**src/rtl/mnp_pkg.sv**
```systemverilog
`timescale 1ns / 1ps
// Package for the multiset next-permutation engine: field widths, command and
// register codes, reset values and the symbol saturation helper.
// No dependencies.
package mnp_pkg;

    // Field widths
    localparam int SYM_W       = 4;   // normalized symbol
    localparam int POS_W       = 5;   // emitted position
    localparam int SEQ_LEN_W   = 6;   // seq_len register
    localparam int ALPHA_W     = 5;   // alphabet_size register
    localparam int OUT_CAP     = 32;  // longest sequence a run can emit

    // Stream payload widths (byte padded)
    localparam int IN_TDATA_W  = 8;
    localparam int OUT_TDATA_W = 16;

    // Configuration port
    localparam int CFG_IDX_W   = 1;
    localparam int CFG_DATA_W  = 6;

    typedef logic [CFG_IDX_W-1:0] cfg_idx_t;

    localparam cfg_idx_t REG_SEQ_LEN       = 1'b0;
    localparam cfg_idx_t REG_ALPHABET_SIZE = 1'b1;

    // Commands carried on the input tuser bit
    localparam logic CMD_LOAD    = 1'b0;
    localparam logic CMD_ADVANCE = 1'b1;

    // Register reset values
    localparam logic [SEQ_LEN_W-1:0] SEQ_LEN_RST = 6'd2;
    localparam logic [ALPHA_W-1:0]   ALPHA_RST   = 5'd16;

    // Clamp a symbol to the top of the active alphabet
    function automatic logic [SYM_W-1:0] sat_sym(input logic [SYM_W-1:0] s,
                                                 input logic [ALPHA_W-1:0] a);
        logic [SYM_W-1:0] r;
        if (ALPHA_W'(s) >= a)
            r = SYM_W'(a - 1'b1);
        else
            r = s;
        return r;
    endfunction

endpackage

```
**src/rtl/mnp_ram.sv**
```systemverilog
`timescale 1ns / 1ps
// Generic simple dual-port RAM: one write port, one read port, registered read.
// Read data holds until the next read enable. No dependencies.
module mnp_ram #(
    parameter int WIDTH = 4,
    parameter int DEPTH = 32
) (
    input  logic                     clk,
    input  logic                     wr_en,
    input  logic [$clog2(DEPTH)-1:0] wr_addr,
    input  logic [WIDTH-1:0]         wr_data,
    input  logic                     rd_en,
    input  logic [$clog2(DEPTH)-1:0] rd_addr,
    output logic [WIDTH-1:0]         rd_data
);

    logic [WIDTH-1:0] mem [DEPTH];
    logic [WIDTH-1:0] rd_data_reg;

    // Storage array and read register
    always_ff @(posedge clk)
    begin
        if (wr_en)
        begin
            mem[wr_addr] <= wr_data;
        end
        if (rd_en)
        begin
            rd_data_reg <= mem[rd_addr];
        end
    end

    assign rd_data = rd_data_reg;

endmodule

```
**src/rtl/multiset_next_permutation_top.sv**
```systemverilog
`timescale 1ns / 1ps
// Top level of the multiset next-permutation engine: command decode, sequencer
// and output register. Depends on mnp_pkg and mnp_ram.
//
//  channel   signals                         direction  contents
//  s_axis    tvalid/tready/tdata/tuser       in         load symbol or advance command
//  m_axis    tvalid/tready/tdata/tlast/tuser out        one symbol of the new sequence
//  cfg       cfg_wr_en/cfg_index/cfg_data    in         seq_len, alphabet_size writes
//
//  A load writes one symbol to the sequence memory. An advance makes four passes
//  over the sequence memory (saturate, scan, refill, drain), the first, second
//  and last through its single read port, and walks the count memory twice
//  (search, refill).
//  The input is ready only while the sequencer is idle; the output register
//  lets the next transaction start while the final result still waits.
//  Reset is asynchronous; the count store is cleared by valid bits at the
//  start of every advance, so there is no clearing pass.
module multiset_next_permutation_top #(
    parameter int MAX_LEN     = 32,
    parameter int MAX_SYMBOLS = 16
) (
    input  logic                                clk,
    input  logic                                rst_n,
    // input stream
    input  logic                                s_axis_tvalid,
    output logic                                s_axis_tready,
    input  logic [mnp_pkg::IN_TDATA_W-1:0]      s_axis_tdata,  // [3:0] symbol
    input  logic                                s_axis_tuser,  // [0] cmd
    // output stream
    output logic                                m_axis_tvalid,
    input  logic                                m_axis_tready,
    output logic [mnp_pkg::OUT_TDATA_W-1:0]     m_axis_tdata,  // [3:0] out_symbol, [8:4] position
    output logic                                m_axis_tlast,
    output logic                                m_axis_tuser,  // [0] exhausted
    // configuration
    input  logic                                cfg_wr_en,
    input  logic [mnp_pkg::CFG_IDX_W-1:0]       cfg_index,
    input  logic [mnp_pkg::CFG_DATA_W-1:0]      cfg_data
);

    localparam int LEN_CAP = (MAX_LEN < mnp_pkg::OUT_CAP) ? MAX_LEN : mnp_pkg::OUT_CAP;
    localparam int IW      = $clog2(LEN_CAP);        // sequence index
    localparam int LW      = $clog2(LEN_CAP + 1);    // sequence length
    localparam int CNT_W   = $clog2(LEN_CAP + 1);    // symbol count
    localparam int AW      = $clog2(MAX_LEN);        // sequence memory address
    localparam int CW      = $clog2(MAX_SYMBOLS);    // count memory address
    localparam int SW      = mnp_pkg::SYM_W;
    localparam int PW      = mnp_pkg::POS_W;
    localparam int ALW     = mnp_pkg::ALPHA_W;

    // Sequencer states
    localparam logic [2:0] ST_IDLE   = 3'd0;
    localparam logic [2:0] ST_SAT    = 3'd1;
    localparam logic [2:0] ST_SCAN   = 3'd2;
    localparam logic [2:0] ST_SEARCH = 3'd3;
    localparam logic [2:0] ST_FCHK   = 3'd4;
    localparam logic [2:0] ST_FWR    = 3'd5;
    localparam logic [2:0] ST_EMIT   = 3'd6;
    localparam logic [2:0] ST_EXH    = 3'd7;

    // Control registers
    logic [2:0]                     state_reg, state_next;
    logic [IW-1:0]                  lp_reg, lp_next;
    logic [mnp_pkg::SEQ_LEN_W-1:0]  seq_len_reg, seq_len_next;
    logic [ALW-1:0]                 alpha_reg, alpha_next;
    logic                           out_valid_reg, out_valid_next;
    logic                           em_rd_valid_reg, em_rd_valid_next;
    logic                           srch_pend_reg, srch_pend_next;
    logic [MAX_SYMBOLS-1:0]         cnt_vld_reg, cnt_vld_next;
    logic                           cnt_rvld_reg, cnt_rvld_next;

    // Payload registers
    logic [IW-1:0]  wr_idx_reg, wr_idx_next;
    logic [LW-1:0]  rd_idx_reg, rd_idx_next;
    logic [IW-1:0]  sc_idx_reg, sc_idx_next;
    logic [SW-1:0]  run_sym_reg, run_sym_next;
    logic [CNT_W-1:0] run_cnt_reg, run_cnt_next;
    logic [IW-1:0]  pivot_idx_reg, pivot_idx_next;
    logic [SW-1:0]  pivot_sym_reg, pivot_sym_next;
    logic [SW-1:0]  k_reg, k_next;
    logic [SW-1:0]  chk_reg, chk_next;
    logic [SW-1:0]  new_sym_reg, new_sym_next;
    logic [IW-1:0]  wpos_reg, wpos_next;
    logic [SW-1:0]  fill_sym_reg, fill_sym_next;
    logic [CNT_W-1:0] rem_reg, rem_next;
    logic [LW-1:0]  em_idx_reg, em_idx_next;
    logic [IW-1:0]  rd_pos_reg, rd_pos_next;
    logic [SW-1:0]  out_sym_reg, out_sym_next;
    logic [PW-1:0]  out_pos_reg, out_pos_next;
    logic           out_last_reg, out_last_next;
    logic           out_exh_reg, out_exh_next;

    // Memory ports
    logic           seq_we, seq_re;
    logic [AW-1:0]  seq_waddr, seq_raddr;
    logic [SW-1:0]  seq_wdata, seq_rdata;
    logic           cnt_we, cnt_re;
    logic [CW-1:0]  cnt_waddr, cnt_raddr;
    logic [CNT_W-1:0] cnt_wdata, cnt_rdata;

    // Derived values
    logic [LW-1:0]  len_eff, len_m1;
    logic [ALW-1:0] alpha_eff;
    logic [IW-1:0]  lp_cur;
    logic [LW-1:0]  lp_inc;
    logic [CNT_W-1:0] cnt_val, fill_cnt;
    logic           in_accept, out_accept, out_load;

    assign in_accept  = s_axis_tvalid && s_axis_tready;
    assign out_accept = m_axis_tvalid && m_axis_tready;

    // Effective length and alphabet
    always_comb
    begin
        if (seq_len_reg < 6'd2)
            len_eff = LW'(2);
        else if (32'(seq_len_reg) > 32'(LEN_CAP))
            len_eff = LW'(LEN_CAP);
        else
            len_eff = LW'(seq_len_reg);

        if (alpha_reg == '0)
            alpha_eff = ALW'(1);
        else if (32'(alpha_reg) > 32'(MAX_SYMBOLS))
            alpha_eff = ALW'(MAX_SYMBOLS);
        else
            alpha_eff = alpha_reg;
    end

    assign len_m1 = len_eff - 1'b1;

    // Load pointer wrap
    assign lp_cur = (LW'(lp_reg) >= len_eff) ? '0 : lp_reg;
    assign lp_inc = LW'(lp_cur) + 1'b1;

    // Count read: entries not written this advance read as zero
    assign cnt_val  = cnt_rvld_reg ? cnt_rdata : '0;
    // Refill count: add back the old pivot, remove the new pivot symbol
    assign fill_cnt = cnt_val + CNT_W'(fill_sym_reg == pivot_sym_reg)
                              - CNT_W'(fill_sym_reg == new_sym_reg);

    // Sequencer
    always_comb
    begin
        state_next       = state_reg;
        lp_next          = lp_reg;
        seq_len_next     = seq_len_reg;
        alpha_next       = alpha_reg;
        out_valid_next   = out_valid_reg;
        em_rd_valid_next = em_rd_valid_reg;
        srch_pend_next   = srch_pend_reg;
        cnt_vld_next     = cnt_vld_reg;
        cnt_rvld_next    = cnt_rvld_reg;
        wr_idx_next      = wr_idx_reg;
        rd_idx_next      = rd_idx_reg;
        sc_idx_next      = sc_idx_reg;
        run_sym_next     = run_sym_reg;
        run_cnt_next     = run_cnt_reg;
        pivot_idx_next   = pivot_idx_reg;
        pivot_sym_next   = pivot_sym_reg;
        k_next           = k_reg;
        chk_next         = chk_reg;
        new_sym_next     = new_sym_reg;
        wpos_next        = wpos_reg;
        fill_sym_next    = fill_sym_reg;
        rem_next         = rem_reg;
        em_idx_next      = em_idx_reg;
        rd_pos_next      = rd_pos_reg;
        out_sym_next     = out_sym_reg;
        out_pos_next     = out_pos_reg;
        out_last_next    = out_last_reg;
        out_exh_next     = out_exh_reg;
        out_load         = 1'b0;

        seq_we    = 1'b0;
        seq_waddr = '0;
        seq_wdata = '0;
        seq_re    = 1'b0;
        seq_raddr = '0;
        cnt_we    = 1'b0;
        cnt_waddr = CW'(run_sym_reg);
        cnt_wdata = run_cnt_reg;
        cnt_re    = 1'b0;
        cnt_raddr = '0;

        // configuration writes
        if (cfg_wr_en)
        begin
            case (cfg_index)
                mnp_pkg::REG_SEQ_LEN:       seq_len_next = cfg_data;
                mnp_pkg::REG_ALPHABET_SIZE: alpha_next   = cfg_data[ALW-1:0];
                default:                    ;
            endcase
        end

        case (state_reg)
            ST_IDLE:
            begin
                if (in_accept)
                begin
                    if (s_axis_tuser == mnp_pkg::CMD_LOAD)
                    begin
                        seq_we    = 1'b1;
                        seq_waddr = AW'(lp_cur);
                        seq_wdata = mnp_pkg::sat_sym(s_axis_tdata[SW-1:0], alpha_eff);
                        lp_next   = (lp_inc >= len_eff) ? '0 : IW'(lp_inc);
                    end
                    else
                    begin
                        // start the saturation pass at position 0
                        cnt_vld_next = '0;
                        seq_re       = 1'b1;
                        seq_raddr    = '0;
                        wr_idx_next  = '0;
                        rd_idx_next  = LW'(1);
                        state_next   = ST_SAT;
                    end
                end
            end

            ST_SAT:
            begin
                // write back the saturated symbol read last cycle
                seq_we    = 1'b1;
                seq_waddr = AW'(wr_idx_reg);
                seq_wdata = mnp_pkg::sat_sym(seq_rdata, alpha_eff);
                if (rd_idx_reg == len_eff)
                begin
                    // last position seeds the right-to-left scan
                    run_sym_next = mnp_pkg::sat_sym(seq_rdata, alpha_eff);
                    run_cnt_next = CNT_W'(1);
                    seq_re       = 1'b1;
                    seq_raddr    = AW'(len_eff - LW'(2));
                    sc_idx_next  = IW'(len_eff - LW'(2));
                    state_next   = ST_SCAN;
                end
                else
                begin
                    seq_re      = 1'b1;
                    seq_raddr   = AW'(rd_idx_reg);
                    wr_idx_next = IW'(rd_idx_reg);
                    rd_idx_next = rd_idx_reg + 1'b1;
                end
            end

            ST_SCAN:
            begin
                // suffix is non-increasing, so equal symbols form one run
                if (seq_rdata < run_sym_reg)
                begin
                    cnt_we         = 1'b1;
                    cnt_vld_next[CW'(run_sym_reg)] = 1'b1;
                    pivot_idx_next = sc_idx_reg;
                    pivot_sym_next = seq_rdata;
                    k_next         = seq_rdata + 1'b1;
                    srch_pend_next = 1'b0;
                    state_next     = ST_SEARCH;
                end
                else
                begin
                    if (seq_rdata == run_sym_reg)
                    begin
                        run_cnt_next = run_cnt_reg + 1'b1;
                    end
                    else
                    begin
                        cnt_we       = 1'b1;
                        cnt_vld_next[CW'(run_sym_reg)] = 1'b1;
                        run_sym_next = seq_rdata;
                        run_cnt_next = CNT_W'(1);
                    end
                    if (sc_idx_reg == '0)
                    begin
                        state_next = ST_EXH;
                    end
                    else
                    begin
                        seq_re      = 1'b1;
                        seq_raddr   = AW'(sc_idx_reg - 1'b1);
                        sc_idx_next = sc_idx_reg - 1'b1;
                    end
                end
            end

            ST_SEARCH:
            begin
                // smallest present symbol above the pivot, bounded by the alphabet
                if (srch_pend_reg &&
                    (cnt_val != '0 || ALW'(chk_reg) == alpha_eff - 1'b1))
                begin
                    new_sym_next  = chk_reg;
                    seq_we        = 1'b1;
                    seq_waddr     = AW'(pivot_idx_reg);
                    seq_wdata     = chk_reg;
                    wpos_next     = pivot_idx_reg + 1'b1;
                    fill_sym_next = '0;
                    cnt_re        = 1'b1;
                    cnt_raddr     = '0;
                    state_next    = ST_FCHK;
                end
                else
                begin
                    cnt_re         = 1'b1;
                    cnt_raddr      = CW'(k_reg);
                    chk_next       = k_reg;
                    k_next         = k_reg + 1'b1;
                    srch_pend_next = 1'b1;
                end
            end

            ST_FCHK:
            begin
                if (fill_cnt == '0)
                begin
                    fill_sym_next = fill_sym_reg + 1'b1;
                    cnt_re        = 1'b1;
                    cnt_raddr     = CW'(fill_sym_reg + 1'b1);
                end
                else
                begin
                    rem_next   = fill_cnt;
                    state_next = ST_FWR;
                end
            end

            ST_FWR:
            begin
                // refill the suffix in ascending order
                seq_we    = 1'b1;
                seq_waddr = AW'(wpos_reg);
                seq_wdata = fill_sym_reg;
                wpos_next = wpos_reg + 1'b1;
                rem_next  = rem_reg - 1'b1;
                if (LW'(wpos_reg) == len_m1)
                begin
                    seq_re           = 1'b1;
                    seq_raddr        = '0;
                    em_idx_next      = LW'(1);
                    rd_pos_next      = '0;
                    em_rd_valid_next = 1'b1;
                    state_next       = ST_EMIT;
                end
                else if (rem_reg == CNT_W'(1))
                begin
                    fill_sym_next = fill_sym_reg + 1'b1;
                    cnt_re        = 1'b1;
                    cnt_raddr     = CW'(fill_sym_reg + 1'b1);
                    state_next    = ST_FCHK;
                end
            end

            ST_EMIT:
            begin
                // memory read data acts as the stage in front of the output register
                out_load = em_rd_valid_reg && (!out_valid_reg || out_accept);
                if (out_load)
                begin
                    out_sym_next  = seq_rdata;
                    out_pos_next  = PW'(rd_pos_reg);
                    out_last_next = (LW'(rd_pos_reg) == len_m1);
                    out_exh_next  = 1'b0;
                end
                if (em_idx_reg < len_eff && (!em_rd_valid_reg || out_load))
                begin
                    seq_re           = 1'b1;
                    seq_raddr        = AW'(em_idx_reg);
                    rd_pos_next      = IW'(em_idx_reg);
                    em_idx_next      = em_idx_reg + 1'b1;
                    em_rd_valid_next = 1'b1;
                end
                else if (out_load)
                begin
                    em_rd_valid_next = 1'b0;
                end
                if (out_load && LW'(rd_pos_reg) == len_m1)
                begin
                    state_next = ST_IDLE;
                end
            end

            ST_EXH:
            begin
                if (!out_valid_reg || out_accept)
                begin
                    out_load      = 1'b1;
                    out_sym_next  = '0;
                    out_pos_next  = '0;
                    out_last_next = 1'b1;
                    out_exh_next  = 1'b1;
                    state_next    = ST_IDLE;
                end
            end

            default:
            begin
                state_next = ST_IDLE;
            end
        endcase

        // output register occupancy
        if (out_accept)
        begin
            out_valid_next = 1'b0;
        end
        if (out_load)
        begin
            out_valid_next = 1'b1;
        end

        // track whether the count read data comes from a written entry
        if (cnt_re)
        begin
            cnt_rvld_next = cnt_vld_reg[cnt_raddr];
        end
    end

    // Control registers
    always_ff @(posedge clk or negedge rst_n)
    begin
        if (!rst_n)
        begin
            state_reg       <= ST_IDLE;
            lp_reg          <= '0;
            seq_len_reg     <= mnp_pkg::SEQ_LEN_RST;
            alpha_reg       <= mnp_pkg::ALPHA_RST;
            out_valid_reg   <= 1'b0;
            em_rd_valid_reg <= 1'b0;
            srch_pend_reg   <= 1'b0;
            cnt_vld_reg     <= '0;
            cnt_rvld_reg    <= 1'b0;
        end
        else
        begin
            state_reg       <= state_next;
            lp_reg          <= lp_next;
            seq_len_reg     <= seq_len_next;
            alpha_reg       <= alpha_next;
            out_valid_reg   <= out_valid_next;
            em_rd_valid_reg <= em_rd_valid_next;
            srch_pend_reg   <= srch_pend_next;
            cnt_vld_reg     <= cnt_vld_next;
            cnt_rvld_reg    <= cnt_rvld_next;
        end
    end

    // Payload registers
    always_ff @(posedge clk)
    begin
        wr_idx_reg    <= wr_idx_next;
        rd_idx_reg    <= rd_idx_next;
        sc_idx_reg    <= sc_idx_next;
        run_sym_reg   <= run_sym_next;
        run_cnt_reg   <= run_cnt_next;
        pivot_idx_reg <= pivot_idx_next;
        pivot_sym_reg <= pivot_sym_next;
        k_reg         <= k_next;
        chk_reg       <= chk_next;
        new_sym_reg   <= new_sym_next;
        wpos_reg      <= wpos_next;
        fill_sym_reg  <= fill_sym_next;
        rem_reg       <= rem_next;
        em_idx_reg    <= em_idx_next;
        rd_pos_reg    <= rd_pos_next;
        out_sym_reg   <= out_sym_next;
        out_pos_reg   <= out_pos_next;
        out_last_reg  <= out_last_next;
        out_exh_reg   <= out_exh_next;
    end

    // Sequence store
    mnp_ram #(
        .WIDTH (SW),
        .DEPTH (MAX_LEN)
    ) u_seq_ram (
        .clk     (clk),
        .wr_en   (seq_we),
        .wr_addr (seq_waddr),
        .wr_data (seq_wdata),
        .rd_en   (seq_re),
        .rd_addr (seq_raddr),
        .rd_data (seq_rdata)
    );

    // Symbol count store
    mnp_ram #(
        .WIDTH (CNT_W),
        .DEPTH (MAX_SYMBOLS)
    ) u_cnt_ram (
        .clk     (clk),
        .wr_en   (cnt_we),
        .wr_addr (cnt_waddr),
        .wr_data (cnt_wdata),
        .rd_en   (cnt_re),
        .rd_addr (cnt_raddr),
        .rd_data (cnt_rdata)
    );

    // Ports
    assign s_axis_tready = (state_reg == ST_IDLE);
    assign m_axis_tvalid = out_valid_reg;
    assign m_axis_tdata  = {{(mnp_pkg::OUT_TDATA_W - PW - SW){1'b0}}, out_pos_reg, out_sym_reg};
    assign m_axis_tlast  = out_last_reg;
    assign m_axis_tuser  = out_exh_reg;

`ifndef ASSERT_OFF
    // An exhausted result is a lone all-zero final transaction
    a_exh_shape: assert property (@(posedge clk) disable iff (!rst_n)
        (m_axis_tvalid && m_axis_tuser) |-> (m_axis_tlast && out_sym_reg == '0 &&
                                             out_pos_reg == '0))
        else $error("exhausted result malformed");

    // No fetched symbol may be left behind when the sequencer goes idle
    a_no_stale_read: assert property (@(posedge clk) disable iff (!rst_n)
        (state_reg == ST_IDLE) |-> !em_rd_valid_reg)
        else $error("emit read data dropped");

    // Within a run the next position follows immediately after a transaction
    a_pos_step: assert property (@(posedge clk) disable iff (!rst_n)
        (out_accept && !m_axis_tlast) |=>
            (m_axis_tvalid && out_pos_reg == $past(out_pos_reg) + 1'b1))
        else $error("position gap in emitted run");
`endif

endmodule

```
**config.mk**
```make
export PLATFORM = sky130hd
export DESIGN_NAME = multiset_next_permutation_top
export DESIGN_NICKNAME = d
export VERILOG_FILES = /design/src/rtl/mnp_pkg.sv /design/src/rtl/mnp_ram.sv /design/src/rtl/multiset_next_permutation_top.sv
export SDC_FILE = /design/constraint.sdc
export NUM_CORES = 1
export LEC_CHECK = 0
export BUFFER_PORTS_ARGS = -buffer_cell sky130_fd_sc_hd__buf_2
export CORE_MARGIN = 2
export CORE_UTILIZATION = 60
export CTS_BUF_LIST = sky130_fd_sc_hd__clkbuf_4
export CTS_CLUSTER_SIZE = 10
export DETAILED_ROUTE_END_ITERATION = 12
export HOLD_SLACK_MARGIN = 0.05
export PLACE_DENSITY = 0.8
export REMOVE_ABC_BUFFERS = 1
export SLEW_MARGIN = 30
export SYNTH_ARGS = -nofsm -noshare
export SYNTH_HDL_FRONTEND = slang
export SYNTH_HIERARCHICAL = 1
export SYNTH_SLANG_ARGS = --single-unit
export TNS_END_PERCENT = 100
```
**constraint.sdc**
```tcl
create_clock -name clk -period 7.5 [get_ports clk]
set_input_delay 1.5 -clock clk [delete_from_list [all_inputs] [get_ports clk]]
set_output_delay 1.5 -clock clk [all_outputs]
set_load 0.02 [all_outputs]
```
After elaboration in Yosys (flattened, before gate mapping)
Memories as Yosys holds them, arrays and structs flattened. A register that Yosys moved wholly into a read port is not among the register bits.
Index checks and enable logic that the tools add are counted.
- word-level logic and storage cells: 276
- bits in registers: 123
- bits of input ports: 21
- bits in writable memories: 224
- memories: 2
- output and inout port bits: 20
- add/sub/neg operators: 16
- eq/ne operators: 38
- reductions and logical operators: 47
- muxes and demuxes: 129
- magnitude comparators: 12
- bitwise logic cells: 4
- memory list (name ; depth ; bits a word ; read ports ; clocked after memory_dff ; write ports ; RTL line ; source):
    u_seq_ram.mem ; 32 ; 4 ; 1 ; 1 ; 1 ; mnp_ram.sv:17 ; logic [WIDTH-1:0] mem [DEPTH];
    u_cnt_ram.mem ; 16 ; 6 ; 1 ; 1 ; 1 ; mnp_ram.sv:17 ;
- operator list (cell ; number):
    $mux 5 ; 22
    $mux 4 ; 20
    $mux 6 ; 12
    $mux 16 ; 4
    $pmux 5 s2 ; 5
    $pmux 6 s2 ; 4
    $ne 2x2->1 const B ; 17
    $mux 3 ; 11
    $pmux 16 s2 ; 1
    $mux 1 ; 31
    $pmux 3 s8 ; 1
    $pmux 4 s2 ; 3
    $pmux 4 s3 ; 2
    $pmux 5 s4 ; 1
    $add 6x1->6 const B ; 3
    $reduce_and 3->1 ; 6
    $reduce_bool 2->1 ; 9
    $or 16x16->16 ; 1
    $pmux 4 s4 ; 1
    $reduce_and 4->1 ; 4
    $pmux 5 s3 ; 1
    $reduce_and 2->1 ; 7
    $add 4x1->4 const B ; 3
    $eq 3x3->1 const B ; 4
    other kinds (43) ; 73

Depth between registers and ports, before layout
- word-level depth: 11
- mapped depth: 21
- mapped depth without buffers: 20

Modules after synthesis
Netlist, hierarchy kept.
- by module, submodules not included (module ; sequential area each (sq um) ; cells an instance ; times used ; area each (sq um)):
    multiset_next_permutation_top ; 3500.9 ; 771 ; 1 ; 7910.1
    mnp_ram (u_seq_ram) ; 3963.8 ; 231 ; 1 ; 5178.7
    mnp_ram (u_cnt_ram) ; 3062.9 ; 178 ; 1 ; 3955.0

Worst setup path before layout
OpenSTA, ideal clock, no wires.
- kind: register to register
- start: register seq_len_reg[3] in the netlist's numbering
- end: register u_seq_ram.rd_data_reg[0], in the netlist u_seq_ram/rd_data[0] (read register of u_seq_ram.mem) (data pin)
- data required time: 7240 ps
- stages on the path, launching flop included: 18
- data arrival time: 4288 ps
- library setup time: 260 ps
- buffers on the path: 2
- slack: 2952 ps
- period minus slack after synthesis: 4548 ps
- cell sequence: dfrtp_1 -> buf_6 -> nor3_1 -> o21ai_0 -> ha_1 -> o31a_2 -> o21a_1 -> o21a_1 -> o21a_1 -> o21ai_0 -> nand2_1 -> nor2_1 -> a222oi_1 -> nor2_1 -> buf_1 -> mux4_2 -> mux4_2 -> mux2_2
- cells in the longest elaborated chain, start to end: 7
- elaborated cells on any way between the ends: 16
- those cells by class: add/sub: 2; order compare: 3; eq/ne: 2; mux: 8; reduce/logical: 1
- ends and longest elaborated chain (what ; RTL line ; source):
    start: declaration ; multiset_next_permutation_top.sv:64 ; logic [mnp_pkg::SEQ_LEN_W-1:0] seq_len_reg, seq_len_next;
    start signal: assignment ; multiset_next_permutation_top.sv:424 ; seq_len_reg <= mnp_pkg::SEQ_LEN_RST;
    start signal: assignment ; multiset_next_permutation_top.sv:436 ; seq_len_reg <= seq_len_next;
    $gt 6x6->1 ; multiset_next_permutation_top.sv:117 ; else if (32'(seq_len_reg) > 32'(LEN_CAP))
    $mux 6 ; multiset_next_permutation_top.sv:117 ;
    $mux 6 * ; multiset_next_permutation_top.sv:115 ; if (seq_len_reg < 6'd2)
    $lt 6x6->1 ; multiset_next_permutation_top.sv:363 ; if (em_idx_reg < len_eff && (!em_rd_valid_reg || out_load))
    $logic_and 1x1->1 ; multiset_next_permutation_top.sv:363 ;
    $mux 5 ; multiset_next_permutation_top.sv:363 ;
    $pmux 5 s3 * ; multiset_next_permutation_top.sv:196 ; case (state_reg)
    named net seq_raddr[2] ; multiset_next_permutation_top.sv:95 ; logic [AW-1:0] seq_waddr, seq_raddr;
    end: declaration ; mnp_ram.sv:18 ; logic [WIDTH-1:0] rd_data_reg;
The timed path passes the listed nets; every way through them passes the cells marked *.
A chain may end at the register's enable or synchronous reset.

Worst setup path in the final report
- start: register seq_len_reg[5] in the netlist's numbering
- end: register u_seq_ram.rd_data_reg[0], in the netlist u_seq_ram/rd_data[0] (read register of u_seq_ram.mem) (data pin)
The elaborated chain is that of the path after synthesis.

==> results.cfg <==
[outcome]
status = finished clean

[clocking]
root_buffer = clkbuf_4
cts_buffer_depth = 3
htree_num_levels = 3
cts_tree = built
post_cts_buffers = 0
clk_latency_ns = 0.75
numCtsBuffers = 88
clk_pin_slew_ns = 0.07
cts_resized = 0
hold_buffers = 0
cts.sinks = 357

[timing]
timing.final.ws_setup_ns = 2.13
period_minus_slack_ns = 5.37
tns_ns = 0
finalCritPeriodShare = 0.716
rsz0062_at_grt = no
hold_violations = 0
skew_ns = 0.0961
finalHoldWorstSlack_ns = 0.445
slew_violations = 0
setup_viol = 0
max_freq_mhz = 186
max_slew.worst_pin.slew_ns = 0.995
max_slew_margin = 0.332

[synthesis]
synth_area_leader_cell = edfxtp_1
ys_warn_count = 6
synth.most_common_cell = edfxtp_1
synth_top_area_share = 0.560
ys_seq_area_frac = 0.618
synthArstFlopShare = 0.109
syn_inst = 1180
netlist_top_cells_area = edfxtp_1, mux4_2, dfrtp_1
ys.flop_type = edfxtp_1
synth_commonest_cells = edfxtp_1, nor2_1, ha_1
synth-edff-count = 318
synth_cell_type_count = 77
syn_avg_cell_area_sq_um = 14.4
synth_area_sq_um = 17000
ys_ff_latch = 357

[drt]
routed_via_density = 6.14
routedWlPerCell_um = 21.0
via_count = 10500
dr.pass1.iters = 6
antenna_left = 0
initialDrtViolationCount = 1286
drc = 0
wl_mm = 36.1

[placement]
routabilityCongestion = 0.915
dp_hpwl_mm = 24.7
port-buffer-count = 29
post-place-cells = 1551
pre_cts_slack_ns = 2.18
placed_cell_area_sq_um = 17400

[critical_path]
cpMostUsedCell = o21a_1
reg2reg_slack_ns = 2.13
critPathMaxFanout = 17
cp-end-kind = flip-flop
r2r_cells = 14
worst_path_max_delay_cell = mux4_2
timing.rr.start = seq_len_reg[5]
path_cells = inv_1, nand2_1, ha_1, o21a_1, o21a_1, o21a_1, o21ai_0, nand2_1, o221a_2, nor2_4, buf_4, mux4_2, mux4_2, mux2_2
start_kind = flip-flop
crit_start = seq_len_reg[5]
arrival_ns = 5.82
worstPathRequired_ns = 7.95
worstSetupPathType = flip-flop to flip-flop
cpPeakStageDelay_ns = 0.57

[grt]
globalRouteOverflowTotal = 0
grt_pass1_wl_mm = 57.0
grt_max_degree = 40
grt_pass1_vias = 10600
antenna_found_initial = 2
grt_use_total = 0.245

[pwr]
pwr_density_cell_nw_per_um2 = 375
ir_worst_vdd_v = 0.000199
leakagePower_uw = 0.00674

[floorplan]
die_w_um = 173
io_pins = 41
core_sq_um = 27900
initial_core_util = 0.612
num_rows = 61
die_h_um = 173
dieArea_sq_um = 29800

[layout]
largest_reg_flops = 128
drive_above_1_share = 0.219
area_delta_synth_final_pct = 9.13
final_area_sq_um = 18600
fin_cells = 1714
layout.nets = 1341

[hold_path]
min_path_cells = 0
holdCritStartpoint = k_reg[0]
holdCritPathClass = flip-flop to flip-flop

[run]
maxCapViolCount = 0
==> power breakdown <==
group | switching (uW) | leakage, uW | internal [uW]
Clock | 782 | 0.000677 | 819
Sequential | 282 | 0.00341 | 2760
Combinational | 1420 | 0.00265 | 919
Total | 2480 | 0.00674 | 4500
==> critical path, delay by kind of cell, from the launching register on <==
family	cells	cell delay (ns)
multiplexers	3	1.35
AND/OR/NAND/NOR	3	1.12
AO/OA/AOI/OAI	5	0.95
buffers and inverters	2	0.79
flip-flops	1	0.46
adder cells (fa/ha/maj)	1	0.38
==> final timing paths <==
kind / endpoint
max in group asynchronous: cnt_vld_reg[6]
min in group asynchronous: lp_reg[0]
worst min register to register: chk_reg[0]
worst max register to register: u_seq_ram/rd_data[0]
worst max-delay path: u_seq_ram/rd_data[0]
worst min-delay path: chk_reg[0]
==> cells by family (layout without fill, tap and decap cells) <==
| family | count (synthesis) | count (layout) | synth area share |
|---|---|---|---|
| flip-flops | 357 | 357 | 0.618 |
| other | 1 | 9 | 0.000220 |
| buffers and inverters | 97 | 245 | 0.0292 |
| AND/OR/NAND/NOR | 345 | 345 | 0.0997 |
| XOR/XNOR | 59 | 59 | 0.0303 |
| AO/OA/AOI/OAI | 149 | 149 | 0.0609 |
| multiplexers | 115 | 115 | 0.120 |
| adder cells (fa/ha/maj) | 57 | 57 | 0.0423 |
==> metrics by stage <==
step	utilization	total power [uW]
floorplan	-	4650
global placement	0.626	5270
detailed placement	0.626	5380
CTS	0.667	6990
global route	0.668	7370
finish	0.668	6980
==> layout make-up <==
cell class / instances / area [sq um]
flip-flops and latches: 357 / 10500
multi-input cells: 732 / 6080
repair buffers: 37 / 208
well taps: 378 / 473
diodes: 2 / 5.00
fillers: 1913 / 9260
clock buffers: 133 / 998
inverters: 47 / 176
clock inverters: 28 / 134
==> cell usage in the layout (no fill, tap or decap), types with 11 or more instances in the layout <==
| cell | Yosys | routed |
|---|---|---|
| mux4_2 | 53 | 53 |
| nand3_1 | 25 | 25 |
| buf_2 | 2 | 28 |
| mux2_2 | 23 | 23 |
| a21oi_1 | 37 | 36 |
| nand2b_1 | 21 | 21 |
| xor2_1 | 32 | 32 |
| mux4_1 | 12 | 12 |
| and2_1 | 22 | 22 |
| nor3_1 | 20 | 17 |
| nand2_1 | 54 | 54 |
| nor2_1 | 136 | 133 |
| edfxtp_1 | 318 | 318 |
| xnor2_1 | 27 | 27 |
| and3_1 | 11 | 11 |
| a22oi_1 | 13 | 13 |
| inv_1 | 47 | 46 |
| clkinv_1 | 0 | 19 |
| dfrtp_1 | 37 | 37 |
| clkbuf_4 | 0 | 133 |
| nand3b_1 | 11 | 11 |
| o21ai_0 | 29 | 29 |
| ha_1 | 56 | 56 |
| mux2i_1 | 25 | 25 |
| nor2b_1 | 15 | 15 |
==> layer usage <==
layer / global-route usage / up-vias / wire length, um
li1: - / 4722 / -
met1: 0.346 / 5242 / 15100
met2: 0.387 / 498 / 17300
met3: 0.0515 / 65 / 3130
met4: 0.0791 / 0 / 637
met5: 0 / - / 0
Power figures use the tool's default switching activity.
